$ cat src/rtl/sism_pkg.sv
// Shared types and codes for the sorted interval set with insert-merge.
package sism_pkg;

	// Operation carried by one input item.
	typedef enum logic [1:0] {
		ACT_INSERT = 2'd0,
		ACT_POINT  = 2'd1,
		ACT_ISECT  = 2'd2,
		ACT_FRAC   = 2'd3
	} action_t;

	// Status reported with every result.
	typedef enum logic [1:0] {
		STAT_OK    = 2'd0,
		STAT_FULL  = 2'd1,
		STAT_ORDER = 2'd2
	} status_t;

	// Control sequencer states.
	typedef enum logic [2:0] {
		S_IDLE,
		S_CHECK,
		S_PROD,
		S_QUERY,
		S_MERGE,
		S_DONE
	} state_t;

	// Broadcast control from the sequencer to every storage cell.
	typedef struct packed {
		action_t action;
		logic    shift;
		logic    write;
	} cell_ctrl_t;

	// Fixed width of the Q0.16 threshold and of the coordinate ports.
	localparam int THR_BITS  = 16;
	localparam int PORT_BITS = 16;
	localparam int CNT_PORT_BITS = 5;

endpackage

$ cat src/rtl/sism_cell.sv
// One storage cell of the interval chain: holds one interval and tests it against a query.
module sism_cell #(
	parameter int CW    = 16,
	parameter int PW    = 32,
	parameter int IDX_W = 4,
	parameter int INDEX = 0
) (
	input  logic                clk,
	input  sism_pkg::cell_ctrl_t ctrl,
	input  logic [IDX_W-1:0]    wr_idx,
	input  logic [CW-1:0]       w_low,
	input  logic [CW-1:0]       w_high,
	input  logic [CW-1:0]       nxt_low,
	input  logic [CW-1:0]       nxt_high,
	input  logic [CW-1:0]       q_lo,
	input  logic [CW-1:0]       q_hi,
	input  logic [CW-1:0]       q_pt,
	input  logic [PW-1:0]       prod,
	input  logic                valid,
	output logic [CW-1:0]       low,
	output logic [CW-1:0]       high,
	output logic                hit,
	output logic                meet
);
	import sism_pkg::*;

	logic [CW-1:0] low_q;
	logic [CW-1:0] high_q;
	logic [CW-1:0] ov_lo;
	logic [CW-1:0] ov_hi;
	logic [CW-1:0] ov_len;
	logic          frac_pass;
	logic          sel;

	assign sel = ctrl.write && (wr_idx == IDX_W'(INDEX));

	// A write of a merge result takes priority over the shift from the neighbor.
	always_ff @(posedge clk) begin
		if (sel) begin
			low_q  <= w_low;
			high_q <= w_high;
		end else if (ctrl.shift) begin
			low_q  <= nxt_low;
			high_q <= nxt_high;
		end
	end

	assign low  = low_q;
	assign high = high_q;

	// The stored interval shares at least one point with the query interval.
	assign meet = valid && !(high_q < q_lo || q_hi < low_q);

	// Overlap length against the query, compared with the scaled threshold.
	always_comb begin
		ov_lo     = (low_q > q_lo) ? low_q : q_lo;
		ov_hi     = (high_q < q_hi) ? high_q : q_hi;
		ov_len    = ov_hi - ov_lo;
		frac_pass = (ov_hi > ov_lo) && ({ov_len, {THR_BITS{1'b0}}} > prod);
	end

	// Per-cell answer for the active query kind.
	always_comb begin
		case (ctrl.action)
			ACT_POINT: hit = valid && (low_q <= q_pt) && (q_pt <= high_q);
			ACT_ISECT: hit = meet;
			ACT_FRAC:  hit = valid && frac_pass;
			default:   hit = 1'b0;
		endcase
	end

endmodule

$ cat config.mk
export PLATFORM = sky130hd
export DESIGN_NAME = sism_cell
export DESIGN_NICKNAME = d
export VERILOG_FILES = /design/src/rtl/sism_pkg.sv /design/src/rtl/sism_cell.sv
export SDC_FILE = /design/constraint.sdc
export NUM_CORES = 1
export LEC_CHECK = 0
export ABC_AREA = 0
export BUFFER_PORTS_ARGS = -buffer_cell sky130_fd_sc_hd__buf_2
export CAP_MARGIN = 40
export CORE_AREA = 4 4 107 135
export DETAILED_ROUTE_END_ITERATION = 10
export DIE_AREA = 0 0 111 139
export GPL_TIMING_DRIVEN = 0
export PLACE_DENSITY_LB_ADDON = 0.3
export SYNTH_ARGS = -nofsm -noshare
export SYNTH_HDL_FRONTEND = slang
export SYNTH_SLANG_ARGS = --single-unit
$ cat constraint.sdc
create_clock -name clk -period 11.75 [get_ports clk]
set_clock_uncertainty 0.05 [all_clocks]
set_input_delay 0.5875 -clock clk [delete_from_list [all_inputs] [get_ports clk]]
set_output_delay 0.5875 -clock clk [all_outputs]
set_load 0.02 [all_outputs]
==> impl_metrics.py <==
metrics = {
    "worst_setup_path": {
        "cp.required_ns": 11.11,
        "cp_max_fo": 10,
        "criticalPathCategory": "flip-flop to primary output",
        "crit_path_max_incr_delay_ns": 0.46,
        "arrival_ns": 6.18,
        "slowest_stage": "edfxtp_1",
        "critPathLaunchType": "flip-flop",
        "cp-end-kind": "primary output",
    },
    "flow_run": {
        "drv_cap": 0,
    },
    "drt": {
        "ant_nets": 0,
        "vias": 4807,
        "wire_per_inst_um": 15.7,
        "firstDrtPassIters": 4,
        "wl_um": 14700,
        "viasPerCell": 5.15,
        "drt_iter0_markers": 149,
        "drc": 0,
    },
    "timing": {
        "period_needed_ns": 6.82,
        "worst_pin_slew_ns": 0.729,
        "finalHoldViolCount": 0,
        "fin_setup_tns_ns": 0,
        "rsz0062_at_grt": "false",
        "finalCritPeriodShare_pct": 58.0,
        "setup_viol": 0,
        "relSlewSlack_pct": 51.0,
        "fmax_mhz": 147,
        "setup_slack_ns": 4.93,
        "slew_viol_final": 0,
    },
    "final_layout": {
        "drive_above_1_share_pct": 30.5,
        "nets": 1043,
        "diodes": 0,
        "fill_cells": 1298,
        "regArea_um2": 961,
        "multi_input_area_um2": 3790,
        "layout_common_cells": "buf_2, ha_1, inv_1",
        "final_common_cell": "buf_2",
        "areaGrowthSynthToFinish_pct": 24.7,
    },
    "clock_network": {
        "cts_hold_buf": 0,
        "cts.path.max_buffers": 2,
        "clockRootBuffer": "clkbuf_16",
        "cts_made_buffers": 5,
        "ctsResizeCount": 0,
        "h-tree-depth": 2,
        "clk_pin_slew_ns": 0.05,
        "cts_sinks": 32,
        "post-cts-setup-buffers": 0,
        "cts_tree": "done",
    },
    "placed_design": {
        "dp_hpwl_um": 13200,
        "dp_slack_ns": 4.90,
        "place_congestion": 0.887,
        "port-buffer-count": 187,
    },
    "global_routing": {
        "grt_pass1_vias": 4977,
        "grt_use_total_pct": 18.9,
        "grt_overflow_total": 0,
        "grt_max_degree": 33,
        "antenna_found_initial": 0,
        "grt_pass1_wl_um": 23800,
    },
    "floorplanning": {
        "die_h_um": 139,
        "initial_core_util_pct": 39.5,
        "die_w_um": 111,
        "design.core.area_um2": 13100,
        "core.rowCount": 47,
        "ios": 188,
        "die-area_um2": 15400,
    },
    "synthesis": {
        "synth-seq-cells": 32,
        "netlist_area_um2": 5180,
        "yosysSeqAreaShare_pct": 18.5,
        "synth_ff_type": "edfxtp_1",
        "syn-mean-instance-area_um2": 9.11,
        "synth_nets": 849,
        "syn_inst": 569,
        "netlist.area_leader.share_pct": 30.2,
        "synth-edff-count": 32,
        "synth_top_area_cell": "ha_1",
        "synth_cell_type_count": 50,
        "postSynth.asyncResetShare_pct": 0,
        "yosys_warnings": 0,
        "synthTopCellsByArea": "ha_1, edfxtp_1, inv_1",
    },
    "worst_hold_path": {
        "hp-class": "input port to flip-flop",
    },
    "power": {
        "leakage_nw": 3.55,
        "p_per_area_nw_per_um2": 102,
        "peakVddDrop_v": 0.000103,
    },
    "status": {
        "status": "completed",
    },
}
## cells in the mapped netlist, types with 2 or more instances
master     instances
a211o_1            3
a211oi_1          10
a21boi_0           2
a21o_1            26
a21oi_1           39
a31oi_1            2
and3_1             3
and4_1             3
clkbuf_1           3
edfxtp_1          32
ha_1             125
inv_1            105
mux2_2            32
mux2i_1           31
nand2_1           12
nand2b_1           3
nand3_1           13
nand4_1           19
nor2_1            14
nor2b_1            8
nor3_1             4
nor4_1             8
o2111ai_1          3
o211ai_1           7
o21a_1             8
o21ai_0           10
o21ai_1            3
o31ai_1            4
or2_2              2
or3_1              2
or4_1              3
xnor2_1           12
## layout make-up
type	instances	area share, %
sequential	32	14.9
timing repair buffer	187	14.5
inverter	105	6.10
clock buffer	5	1.93
tap	171	3.31
clock inverter	2	0.116
buffer	5	0.600
multi-input combinational	427	58.6
## stage by stage
step	power [W]	area [µm²]	hold slack, ns	std cells	utilization, %
6_report	0.000662	6470	0.564	934	49.3
5_1_grt	0.000732	6470	0.561	934	49.3
4_1_cts	0.000669	6470	0.556	934	49.3
3_5_place_dp	0.000548	6330	0.841	927	48.3
3_3_place_gp	0.000544	6330	0.842	927	48.3
2_1_floorplan	0.000438	5180	0.757	569	-
## power breakdown
group | total, W | internal [W] | switching [W]
Sequential | 0.000154 | 0.000139 | 0.0000155
Clock | 0.000117 | 0.0000754 | 0.0000415
Combinational | 0.000391 | 0.000182 | 0.000209
Total | 0.000662 | 0.000397 | 0.000266
## metal layers
metal / global-route usage (%) / share of wire, % / vias up
li1: - / - / 2487
met1: 21.9 / 41 / 2172
met2: 35.6 / 53 / 129
met3: 2.58 / 4.6 / 19
met4: 5.77 / 2.2 / 0
met5: 0 / 0 / -
## state kept, by name, indices dropped and copies added (netlist names)
signal and flops:
high 16, low 16
## worst paths after layout
kind	from	to	slack [ns]	depth (start not counted)
worst max-delay path	high[9]	hit	4.93	28
worst min-delay path	w_high[12]	high[12]	0.56	2
## critical path, delay by kind of cell, from the launching register on
| family | cells | cell delay, ns |
|---|---|---|
| multiplexers | 1 | 0.23 |
| AND/OR/NAND/NOR | 5 | 0.82 |
| adder cells (fa/ha/maj) | 4 | 1.22 |
| flip-flops | 1 | 0.46 |
| AO/OA/AOI/OAI | 14 | 2.64 |
| XOR/XNOR | 1 | 0.08 |
| buffers and inverters | 3 | 0.46 |
## kinds of logic (layout without fill, tap and decap cells)
kind of cell,Yosys count,in the layout,synth area share [%]
buffers and inverters,110,304,8.35
DFF,32,32,18.5
and+or+nand+nor,95,95,10.1
adders and majority gates,126,126,30.6
AOI/OAI and AO/OA,129,129,17.1
muxes,64,64,13.2
xor gates and xnor gates,13,13,2.20
No activity file was read; power rests on OpenSTA's default activity.
